`src/rtl/fdmd_pkg.sv`:
```
package fdmd_pkg;

   // Field widths of the pixel and result transactions.
   localparam int PIX_W  = 8;
   localparam int TIME_W = 48;
   localparam int SLOT_W = 16;

   // Configuration port.
   localparam int CSR_IDX_W  = 2;
   localparam int CSR_DATA_W = 32;
   localparam int THR_W      = 17;

   localparam logic [CSR_IDX_W-1:0] CSR_INTERVAL  = 2'd0;
   localparam logic [CSR_IDX_W-1:0] CSR_THRESHOLD = 2'd1;
   localparam logic [CSR_IDX_W-1:0] CSR_DURATION  = 2'd2;

   localparam logic [CSR_DATA_W-1:0] INTERVAL_RESET = 32'd1000;
   localparam logic [CSR_DATA_W-1:0] DURATION_RESET = 32'd5000;

   // The threshold is held premultiplied by full scale (255).
   localparam int THR255_W = THR_W + 8;
   localparam logic [THR255_W-1:0] THR255_RESET = 25'd167025;

   // Frame bookkeeping that travels with a transaction down the pipeline.
   typedef struct packed {
      logic abandon;    // an unfinished taken frame was cut off by a new frame
      logic frame_end;  // last pixel of a taken frame
      logic oversize;   // the frame ran past the store depth
   } fdmd_ctl_type;

endpackage

```
`src/rtl/fdmd_rsp_if.sv`:
```
interface fdmd_rsp_if;
   import fdmd_pkg::*;

   logic              valid;
   logic              ready;
   logic              pass_frame;
   logic              event_start;
   logic              event_stop;
   logic [SLOT_W-1:0] event_slot;
   logic [TIME_W-1:0] event_time_ms;

   modport source (
      output valid, pass_frame, event_start, event_stop, event_slot, event_time_ms,
      input  ready
   );

   modport sink (
      input  valid, pass_frame, event_start, event_stop, event_slot, event_time_ms,
      output ready
   );

endinterface

```
`src/rtl/fdmd_decide.sv`:
```
module fdmd_decide #(
   parameter int CNT_W  = 21,
   parameter int SUM_W  = 29,
   parameter int PROD_W = 46
) (
   input  logic                            clock,
   input  logic                            reset,
   input  logic                            in_valid,
   input  fdmd_pkg::fdmd_ctl_type          in_ctl,
   input  logic [CNT_W-1:0]                in_count,
   input  logic [SUM_W-1:0]                in_sum,
   input  logic [PROD_W-1:0]               in_limit,
   input  logic [fdmd_pkg::TIME_W-1:0]     in_time,
   input  logic [fdmd_pkg::SLOT_W-1:0]     in_slot,
   input  logic [fdmd_pkg::CSR_DATA_W-1:0] duration,
   output logic                            advance,
   fdmd_rsp_if.source                      rsp_chan
);
   import fdmd_pkg::*;

   // Decision stage registers.
   logic               s2_valid_ff;
   fdmd_ctl_type       s2_ctl_ff;
   logic [CNT_W-1:0]   s2_count_ff;
   logic [SUM_W-1:0]   s2_sum_ff;
   logic [PROD_W-1:0]  s2_limit_ff;
   logic [TIME_W-1:0]  s2_time_ff;
   logic [SLOT_W-1:0]  s2_slot_ff;

   // Cache and event state.
   logic               cache_valid_ff, cache_valid_in;
   logic [CNT_W-1:0]   cached_count_ff, cached_count_in;
   logic               event_open_ff, event_open_in;
   logic [TIME_W-1:0]  event_time_ff, event_time_in;

   // Result register.
   logic               rsp_valid_ff;
   logic               rsp_pass_ff, rsp_start_ff, rsp_stop_ff;
   logic [SLOT_W-1:0]  rsp_slot_ff;
   logic [TIME_W-1:0]  rsp_time_ff;

   logic               cache_ok;
   logic               judge;
   logic               moving;
   logic               aged;
   logic               emit;
   logic               pass_bit, start_bit, stop_bit;
   logic [PROD_W-1:0]  scaled_sum;
   logic [TIME_W-1:0]  event_age;

   assign scaled_sum = {1'b0, s2_sum_ff, 16'b0};
   assign moving     = scaled_sum >= s2_limit_ff;
   assign event_age  = s2_time_ff - event_time_ff;
   assign aged       = event_age >= {16'b0, duration};

   always_comb begin
      cache_ok        = s2_ctl_ff.abandon ? 1'b0 : cache_valid_ff;
      judge           = s2_valid_ff && s2_ctl_ff.frame_end && !s2_ctl_ff.oversize &&
                        cache_ok && (s2_count_ff == cached_count_ff);
      emit            = judge && (moving || event_open_ff);
      pass_bit        = moving || !aged;
      start_bit       = moving && !event_open_ff;
      stop_bit        = !moving && aged;
      advance         = !(emit && rsp_valid_ff && !rsp_chan.ready);

      cache_valid_in  = cache_ok;
      cached_count_in = cached_count_ff;
      event_open_in   = event_open_ff;
      event_time_in   = event_time_ff;
      if (s2_ctl_ff.frame_end) begin
         if (s2_ctl_ff.oversize) begin
            cache_valid_in = 1'b0;
         end else if (!judge) begin
            cache_valid_in  = 1'b1;
            cached_count_in = s2_count_ff;
         end
      end
      if (judge && moving && !event_open_ff) begin
         event_open_in = 1'b1;
         event_time_in = s2_time_ff;
      end else if (judge && !moving && event_open_ff && aged) begin
         event_open_in = 1'b0;
         event_time_in = '0;
      end
   end

   always_ff @(posedge clock) begin
      if (reset) begin
         s2_valid_ff     <= 1'b0;
         cache_valid_ff  <= 1'b0;
         cached_count_ff <= '0;
         event_open_ff   <= 1'b0;
         event_time_ff   <= '0;
         rsp_valid_ff    <= 1'b0;
      end else begin
         if (advance) begin
            s2_valid_ff <= in_valid;
            if (s2_valid_ff) begin
               cache_valid_ff  <= cache_valid_in;
               cached_count_ff <= cached_count_in;
               event_open_ff   <= event_open_in;
               event_time_ff   <= event_time_in;
            end
         end
         if (advance && emit) begin
            rsp_valid_ff <= 1'b1;
         end else if (rsp_chan.ready) begin
            rsp_valid_ff <= 1'b0;
         end
      end
   end

   always_ff @(posedge clock) begin
      if (advance && in_valid) begin
         s2_ctl_ff   <= in_ctl;
         s2_count_ff <= in_count;
         s2_sum_ff   <= in_sum;
         s2_limit_ff <= in_limit;
         s2_time_ff  <= in_time;
         s2_slot_ff  <= in_slot;
      end
      if (advance && emit) begin
         rsp_pass_ff  <= pass_bit;
         rsp_start_ff <= start_bit;
         rsp_stop_ff  <= stop_bit;
         rsp_slot_ff  <= s2_slot_ff;
         rsp_time_ff  <= s2_time_ff;
      end
   end

   assign rsp_chan.valid         = rsp_valid_ff;
   assign rsp_chan.pass_frame    = rsp_pass_ff;
   assign rsp_chan.event_start   = rsp_start_ff;
   assign rsp_chan.event_stop    = rsp_stop_ff;
   assign rsp_chan.event_slot    = rsp_slot_ff;
   assign rsp_chan.event_time_ms = rsp_time_ff;

endmodule

```
`src/flat_wrapper.sv`:
```
// flat-port wrapper written by rule: the top's interface ports become plain ports
module fdmd_decide_flat import fdmd_pkg::*;
#(
   parameter int CNT_W  = 21,
   parameter int SUM_W  = 29,
   parameter int PROD_W = 46
)
  (clock, reset, in_valid, in_ctl, in_count, in_sum, in_limit, in_time, in_slot, duration, advance, rsp_chan_valid, rsp_chan_pass_frame, rsp_chan_event_start, rsp_chan_event_stop, rsp_chan_event_slot, rsp_chan_event_time_ms, rsp_chan_ready);
  fdmd_rsp_if rsp_chan_i ();
  input  logic clock;
  input  logic reset;
  input  logic in_valid;
  input  fdmd_pkg::fdmd_ctl_type in_ctl;
  input  logic [CNT_W-1:0] in_count;
  input  logic [SUM_W-1:0] in_sum;
  input  logic [PROD_W-1:0] in_limit;
  input  logic [fdmd_pkg::TIME_W-1:0] in_time;
  input  logic [fdmd_pkg::SLOT_W-1:0] in_slot;
  input  logic [fdmd_pkg::CSR_DATA_W-1:0] duration;
  output logic advance;
  output wire logic [$bits(rsp_chan_i.valid)-1:0] rsp_chan_valid;
  output wire logic [$bits(rsp_chan_i.pass_frame)-1:0] rsp_chan_pass_frame;
  output wire logic [$bits(rsp_chan_i.event_start)-1:0] rsp_chan_event_start;
  output wire logic [$bits(rsp_chan_i.event_stop)-1:0] rsp_chan_event_stop;
  output wire logic [$bits(rsp_chan_i.event_slot)-1:0] rsp_chan_event_slot;
  output wire logic [$bits(rsp_chan_i.event_time_ms)-1:0] rsp_chan_event_time_ms;
  input wire logic [$bits(rsp_chan_i.ready)-1:0] rsp_chan_ready;
  assign rsp_chan_valid = rsp_chan_i.valid;
  assign rsp_chan_pass_frame = rsp_chan_i.pass_frame;
  assign rsp_chan_event_start = rsp_chan_i.event_start;
  assign rsp_chan_event_stop = rsp_chan_i.event_stop;
  assign rsp_chan_event_slot = rsp_chan_i.event_slot;
  assign rsp_chan_event_time_ms = rsp_chan_i.event_time_ms;
  assign rsp_chan_i.ready = rsp_chan_ready;
  fdmd_decide #(.CNT_W(CNT_W), .SUM_W(SUM_W), .PROD_W(PROD_W)) u_core (.clock(clock), .reset(reset), .in_valid(in_valid), .in_ctl(in_ctl), .in_count(in_count), .in_sum(in_sum), .in_limit(in_limit), .in_time(in_time), .in_slot(in_slot), .duration(duration), .advance(advance), .rsp_chan(rsp_chan_i));
endmodule
```
`config.mk`:
```
export PLATFORM = sky130hd
export DESIGN_NAME = fdmd_decide_flat
export DESIGN_NICKNAME = d
export VERILOG_FILES = /design/src/rtl/fdmd_pkg.sv /design/src/rtl/fdmd_rsp_if.sv /design/src/rtl/fdmd_decide.sv /design/src/flat_wrapper.sv
export SDC_FILE = /design/constraint.sdc
export NUM_CORES = 1
export LEC_CHECK = 0
export ABC_AREA = 1
export BUFFER_PORTS_ARGS = -buffer_cell sky130_fd_sc_hd__buf_2
export CORE_ASPECT_RATIO = 1.25
export CORE_MARGIN = 2
export CORE_UTILIZATION = 37
export DETAILED_ROUTE_END_ITERATION = 16
export PLACE_DENSITY = 0.6
export SYNTH_ARGS = -nofsm -noshare
export SYNTH_HDL_FRONTEND = slang
export SYNTH_SLANG_ARGS = --single-unit
```
`constraint.sdc`:
```
create_clock -name clock -period 13.04 [get_ports clock]
set_input_delay 3.912 -clock clock [delete_from_list [all_inputs] [get_ports clock]]
set_output_delay 3.912 -clock clock [all_outputs]
set_load 0.02 [all_outputs]
```
=== After elaboration in Yosys (flattened, before gate mapping) ===
Cells that the tools add are included.

* Input port bits: 199
* Output and inout port bits: 69
* Bits in registers: 303

* Add/sub/neg operators: 1
* Magnitude comparators: 2
* Reduce and logical (&&, ||, !) cells: 29
* Bitwise operators: 3
* Equality and inequality tests: 1
* Mux-type cells: 10

{| class="wikitable"
|+ Operator list
! cell !! number
|-
| 48-bit two-way mux || 2
|-
| 48-bit by 32-bit >= comparator with 1-bit output || 1
|-
| 48-bit subtractor || 1
|-
| 45-bit by 46-bit >= comparator with 1-bit output || 1
|-
| 21-bit == test || 1
|-
| 1-bit logical AND || 16
|-
| 1-bit two-way mux || 8
|-
| 1-bit logical NOT || 6
|-
| 5-bit AND reduction || 1
|-
| 2-bit nonzero test || 2
|-
| 1-bit NOT || 3
|-
| 3-bit AND reduction || 1
|-
| 1-bit logical OR || 2
|-
| 2-bit AND reduction || 1
|}

=== Depth between registers and ports, before layout ===
Gate-level depths: netlist of run 1.

* Depth in word-level cells: 10
* Depth in mapped cells: 31

=== Least setup slack after synthesis of run 1 ===
OpenSTA, ideal clock, no wires.

* Kind: in2out
* From: in rsp_chan_ready
* To: out advance
* Path buffers: 0
* Stages: 3
* Arrival: 4.518 ns
* Slack: 4.610 ns
* Cell sequence: nor2_1 -> inv_1 -> or2_2

* Longest elaborated chain between the ends: 3

{| class="wikitable"
|+ RTL lines
! what !! RTL line !! text
|-
| from (decl) || flat_wrapper.sv:27 || <nowiki>input wire logic [$bits(rsp_chan_i.ready)-1:0] rsp_chan_ready;</nowiki>
|-
| 1-bit logical NOT || fdmd_decide.sv:64 || <nowiki>advance = !(emit && rsp_valid_ff && !rsp_chan.ready);</nowiki>
|-
| 1-bit logical AND || fdmd_decide.sv:64 ||
|-
| 1-bit logical NOT || fdmd_decide.sv:64 ||
|-
| to (decl) || flat_wrapper.sv:20 || <nowiki>output logic advance;</nowiki>
|}

No other way between the ends.

=== Worst setup path in the final report of run 1 ===
Ends and elaborated chain as after synthesis.

==> results_dict.tcl, run 1 <==
set metrics [dict create \
    outcome "completed" \
    maxSlewViolCount 0 \
    synth-compound-area-share_pct 6.91 \
    grt_max_degree 95 \
    netlist.top_cell.by_area "edfxtp_1" \
    ant_nets 0 \
    worstPathMaxFanout 4 \
    vias 12000 \
    final_cell_area_um2 18800 \
    cts_root_buf "clkbuf_16" \
    vias_per_cell 4.59 \
    fin_cells 2617 \
    critPathLaunchType "primary input" \
    grt_pass1_vias 11800 \
    fmax_ghz 0.113 \
    wl_per_cell_um 14.7 \
    layout-drive-gt1-share_pct 19.3 \
    synth_area_leaders "edfxtp_1 (44%), nand2_1 (12%), dfxtp_1 (9.3%)" \
    synth-main-ff-cell "edfxtp_1" \
    cap_violations 0 \
    dr.first_iter.drc_count 503 \
    syn-num-nets 2054 \
    setup_tns_ps 0 \
    synth_top_area_share_pct 44.1 \
    finalSetupViolCount 0 \
    wl_um 38500 \
    synth_mux_area_share_pct 0 \
    synth-edff-count 230 \
    ys_seq_area_share_pct 53.4 \
    synth_xor_area_share_pct 2.18 \
    clkLatencyLatePin_ps 550 \
    ctsHoldBuffers 0 \
    synth_cell_types 49 \
    drc 0 \
    clock-sinks 303 \
    synth_cells 1746 \
    synth_top_family_by_area "simple AND/OR/NAND/NOR gates" \
    cts.path.max_buffers 3 \
    ctsResizeCount 0 \
    power_density_nw_per_um2 128 \
    dieArea_um2 44000 \
    synth_simple_gate_area_share_pct 20.3 \
    ios 268 \
    core_area_um2 41900 \
    ys_seq_elements 303 \
    place_inst 2555 \
    required_ps 9130 \
    cts_buffers 34 \
    die_y_um 234 \
    grt_usage_pct 17.5 \
    dieWidth_um 188 \
    synth_common_cells "nand2_1 (502), inv_1 (306), edfxtp_1 (230)" \
    fin_skew_ps 30.8 \
    layout_min_cycle_time_ps 8870 \
    dpl_cell_area_um2 17600 \
    num_rows 84 \
    hold_path_class "reg -> reg" \
    r2r_slack_ps 8070 \
    period_share_pct 68.0 \
    rsz0062_at_grt "false" \
    gp_congestion 0.861 \
    relSlewSlack_pct 28.8 \
    port_buffers 267 \
    ys.warnings.count 0 \
    total_leakage_power_nw 8.43 \
    crit_arrival_ps 4960 \
    yosysMostFrequentCell "nand2_1" \
    initial_core_util_pct 37.4 \
    dp_hpwl_um 30000 \
    cts_tree "done" \
    async_reset_ff_share_pct 0 \
    clkTransAtPathRegs_ps 60 \
    grt_pass1_wl_um 60000 \
    grt-ovfl-total 0 \
    finalHoldViolCount 0 \
    antenna_found_initial 6 \
    tightest_slew_ps 1060 \
    ir_worst_vdd_v 0.000101 \
    drtPass1Iterations 5 \
    htree_levels 2 \
    synthAdderAreaFrac_pct 8.75 \
    post-cts-setup-buffer-count 0 \
    mappedNetlistArea_um2 15700 \
    nets 2340 \
    crit_path_end_kind "primary output" \
    area_growth_pct 19.8 \
    n_fill_cell 4148 \
    crit_type "in -> out" \
    postSynthAreaPerCell_um2 8.98 \
]
-- stage by stage --
step,power [W],setup slack (ps),hold WS (ps),utilization [%]
floorplan,0.00134,4610,400,-
global placement,0.00144,4190,401,42.1
detailed placement,0.00145,4160,408,42.1
CTS,0.00244,4160,421,44.8
global route,0.00252,4060,427,44.8
finish,0.00240,4170,420,44.8
-- worst max-delay path: stages --
cell,delay (ps)
buf_2,100
nor2_1,300
inv_1,140
or2_2,340
buf_2,170
-- layer usage --
metal	global-route usage (%)	routed length, µm	vias up
met5	0	83	-
met2	32.3	19600	268
li1	-	-	6225
met4	5.88	1050	12
met3	4.89	2520	70
met1	19.3	15300	5439
-- area by class of cell --
class	instances	area, µm²	share of cell area (%)
Sequential cell	303	8370	44.6
Timing Repair Buffer	271	1370	7.27
Multi-Input combinational cell	1099	5990	31.9
Clock inverter	21	201	1.07
Inverter	323	1220	6.48
Clock buffer	40	937	4.99
Antenna cell	1	2.50	0.0133
Tap cell	559	699	3.72
-- state kept, by name, summed over array words and instances (netlist names), 3 cells and up --
name / flops
u_core.cached_count_ff: 21
u_core.event_time_ff: 48
u_core.rsp_chan.event_slot: 16
u_core.rsp_chan.event_time_ms: 48
u_core.s2_count_ff: 21
u_core.s2_ctl_ff: 3
u_core.s2_limit_ff: 46
u_core.s2_slot_ff: 16
u_core.s2_sum_ff: 29
u_core.s2_time_ff: 48
-- power breakdown --
group / internal, W / switching, W / leakage, nW
Combinational: 0.000120 / 0.000193 / 5.10
Sequential: 0.00109 / 0.0000234 / 2.79
Clock: 0.000577 / 0.000395 / 0.543
-- cell usage in the layout (no fill, tap or decap), types with 5 or more instances in the layout --
| cell type | netlist | layout |
|---|---|---|
| nor3_1 | 10 | 10 |
| nor2_1 | 119 | 118 |
| clkinvlp_4 | 0 | 5 |
| nand2_2 | 12 | 12 |
| inv_1 | 306 | 305 |
| edfxtp_1 | 230 | 230 |
| nand2_1 | 502 | 502 |
| or2_2 | 14 | 14 |
| nor2_2 | 12 | 12 |
| o21ai_1 | 7 | 7 |
| inv_2 | 15 | 15 |
| clkinv_1 | 2 | 7 |
| dfxtp_1 | 73 | 73 |
| a211oi_1 | 14 | 14 |
| xnor2_1 | 13 | 13 |
| o21bai_1 | 10 | 10 |
| nand4_1 | 27 | 27 |
| clkbuf_16 | 0 | 37 |
| ha_1 | 108 | 108 |
| o21ai_0 | 16 | 16 |
| xor2_1 | 26 | 26 |
| nand3_2 | 5 | 5 |
| a21oi_2 | 10 | 10 |
| a21oi_1 | 116 | 116 |
| buf_2 | 3 | 267 |
| nand3_1 | 40 | 40 |
| nor4_1 | 7 | 7 |
-- kinds of logic after synthesis --
group	count (synthesis)
compound gates	189
xor+xnor	39
fa+ha+maj	109
simple gates	762
buf+inv	344
flops	303
-- final timing paths --
check / depth (start not counted) / start / to
min reg2reg: 0 / u_core.s2_slot_ff[9] / u_core.rsp_chan.event_slot[9]
max: 5 / rsp_chan_ready / advance
max reg2reg: 24 / u_core.s2_time_ff[2] / u_core.event_time_ff[47]
min: 0 / u_core.s2_slot_ff[9] / u_core.rsp_chan.event_slot[9]
Power figures use the tool's default switching activity.
==> run 2, diff against run 1 <==
- ABC_AREA: 1 -> 0
- clock period: 13.04 -> 9.1 ns (I/O delays scaled with it)
==> results_dict.tcl, run 2 <==
set metrics [dict create \
    async_reset_ff_share_pct 0 \
    grt_max_degree 68 \
    cts_root_buf "clkbuf_16" \
    relSlewSlack_pct 27.6 \
    synth_xor_area_share_pct 3.20 \
    place_inst 2021 \
    p_int_w 0.00256 \
    initial_core_util_pct 37.5 \
    required_ps 9540 \
    cp_num_buf_inv 2 \
    tightest_slew_ps 1090 \
    synthAdderAreaFrac_pct 9.12 \
    worstPathMaxFanout 32 \
    wl_um 36300 \
    hold_path_class "reg -> reg" \
    critPathLaunchType "primary input" \
    clkTransAtPathRegs_ps 60 \
    synth-edff-count 230 \
    ys.warnings.count 0 \
    layout-drive-gt1-share_pct 25.8 \
    drc 0 \
    gp_congestion 0.909 \
    grt_busiest_layer "met2" \
    num_rows 82 \
    use_met3_pct 5.01 \
    grt-ovfl-total 0 \
    drtPass1Iterations 5 \
    htree_levels 2 \
    worst_hold_slack_ps 417 \
    p_comb_share_pct 12.4 \
    final_common_cell "buf_2" \
    synth-compound-area-share_pct 14.2 \
    finalSetupViolCount 0 \
    use_met2_pct 31.4 \
    port_buffers 267 \
    yosysMostFrequentCell "edfxtp_1" \
    area_growth_pct 20.0 \
    switchingPower_w 0.000854 \
    clkLatencyLatePin_ps 540 \
    ir_worst_vdd_v 0.000161 \
    synth_top_family_by_area "compound AO/OA/AOI/OAI gates" \
    synth_top_area_share_pct 45.9 \
    cts.path.max_buffers 3 \
    crit-reg2reg-capture "u_core.event_time_ff[19]" \
    grt_pass1_vias 10900 \
    critical_path.max_stage_delay_ps 930 \
    ctsHoldBuffers 0 \
    nets 1819 \
    postSynthAreaPerCell_um2 12.1 \
    crit_end "u_core.event_time_ff[19]" \
    cts_tree "done" \
    die_y_um 229 \
    maxSlewViolCount 0 \
    synth_simple_gate_area_share_pct 8.43 \
    cts_buffers 34 \
    layout_min_cycle_time_ps 6220 \
    p_seq_share_pct 46.7 \
    netlist.top_cell.by_area "edfxtp_1" \
    wl_per_cell_um 17.4 \
    fmax_ghz 0.161 \
    syn-num-nets 1554 \
    antenna_found_initial 6 \
    setup_tns_ps 0 \
    synth-main-ff-cell "edfxtp_1" \
    power_density_nw_per_um2 189 \
    mappedNetlistArea_um2 15000 \
    total_power_w 0.00342 \
    synth_cells 1246 \
    switching_share_pct 25.0 \
    dieArea_um2 42300 \
    grt_pass1_wl_um 57200 \
    synth_area_leaders "edfxtp_1 (46%), dfxtp_1 (9.7%), ha_1 (9.0%)" \
    startpoint "duration[0]" \
    grt_usage_pct 17.4 \
    rr_worst_depth 24 \
    rsz0062_at_grt "false" \
    core_area_um2 40100 \
    crit_path_end_kind "flop" \
    worstHoldStart "u_core.s2_slot_ff[5]" \
    path_depth 12 \
    ios 268 \
    ys_seq_area_share_pct 55.7 \
    fin_skew_ps 25.4 \
    fin_cells 2085 \
    synth_common_cells "edfxtp_1 (230), inv_1 (119), ha_1 (108)" \
    crit_arrival_ps 6660 \
    crit_type "in -> reg" \
    clock-sinks 303 \
    total_leakage_power_nw 6.80 \
    pwr-share-clk_pct 41.0 \
    dp_hpwl_um 26900 \
    finalHoldViolCount 0 \
    reg2reg_from "u_core.s2_time_ff[0]" \
    layout_common_cells "buf_2 (266), edfxtp_1 (230), inv_1 (119)" \
    path_delay_family "compound AO/OA/AOI/OAI gates" \
    crit_chain "buf_2, ha_1, nand2b_1, a2111oi_0, o41ai_1, o41ai_1, nand4_1, a2111oi_0, nor4b_4, a31oi_4, buf_4, a211oi_2" \
    vias 10400 \
    critPathSlowestCell "a2111oi_0" \
    post-cts-setup-buffer-count 0 \
    period_share_pct 68.3 \
    dr.first_iter.drc_count 480 \
    use_met1_pct 19.4 \
    synth_mux_area_share_pct 4.86 \
    outcome "completed" \
    ys_seq_elements 303 \
    ant_nets 0 \
    r2r_slack_ps 3030 \
    dieWidth_um 184 \
    cap_violations 0 \
    synth_cell_types 73 \
    vias_per_cell 5.01 \
    ctsResizeCount 0 \
]
-- run 2: cell count changes in the layout (fill, tap and decap cells not counted), sizes merged, moves of 7 or more --
| cell | previous run | this run |
|---|---|---|
| a21oi | 126 | 87 |
| mux2i | 0 | 73 |
| or3 | 0 | 8 |
| a211oi | 14 | 58 |
| o21ai | 24 | 55 |
| nor2 | 132 | 78 |
| o31ai | 0 | 7 |
| nand2 | 514 | 65 |
| a21o | 2 | 17 |
| xnor2 | 13 | 30 |
| nand4 | 27 | 35 |
| inv | 323 | 122 |
| or2 | 14 | 1 |
| nand3 | 45 | 8 |
-- run 2: power by group through the flow --
stage | Combinational, W | Clock, W | Sequential (W)
2_1_floorplan | 0.000290 | 0 | 0.00161
3_3_place_gp | 0.000416 | 0 | 0.00162
3_5_place_dp | 0.000424 | 0 | 0.00162
4_1_cts | 0.000426 | 0.00145 | 0.00160
5_1_grt | 0.000476 | 0.00150 | 0.00160
6_report | 0.000422 | 0.00140 | 0.00159
-- run 2: layout make-up --
class / count / area (µm²)
clock buffer: 41 / 907
fill: 3782 / 22100
inverter: 120 / 450
clock inverter: 21 / 235
tap: 546 / 683
antenna: 2 / 5.00
timing repair buffer: 274 / 1390
sequential: 303 / 8370
multi-input combinational: 778 / 6000
-- run 2: metrics by stage --
stage	utilization, %	worst slack [ps]	area [µm²]
5_1_grt	45.0	2500	18000
4_1_cts	45.0	2750	18000
2_1_floorplan	-	1690	15000
3_3_place_gp	42.1	2350	16900
6_report	45.0	2880	18000
3_5_place_dp	42.1	2220	16900
-- run 2: routing by layer --
metal	vias to the layer above	wire [µm]
met4	8	1140
met2	297	18400
met1	4914	14300
li1	5150	-
met5	-	56
met3	75	2430
-- run 2: how the worst min path moves through the flow --
| stage | cells past startpoint | slack (ps) | end |
|---|---|---|---|
| after detailed placement | 0 | 400 | u_core.rsp_chan.event_slot[5] |
| after CTS | 0 | 420 | u_core.rsp_chan.event_slot[5] |
| after floorplan | 0 | 400 | u_core.rsp_chan.event_slot[0] |
| after global placement | 0 | 400 | u_core.rsp_chan.event_slot[9] |
| final | 0 | 420 | u_core.rsp_chan.event_slot[5] |
| after global routing | 0 | 430 | u_core.rsp_chan.event_slot[5] |
-- run 2: cells by family (layout without fill, tap and decap cells) --
family / count (synthesis) / after routing
compound gates: 286 / 286
xor+xnor: 55 / 55
fa+ha+maj: 109 / 109
buf+inv: 165 / 456
flops: 303 / 303
mux: 73 / 73
other cells: 0 / 2
simple gates: 255 / 255
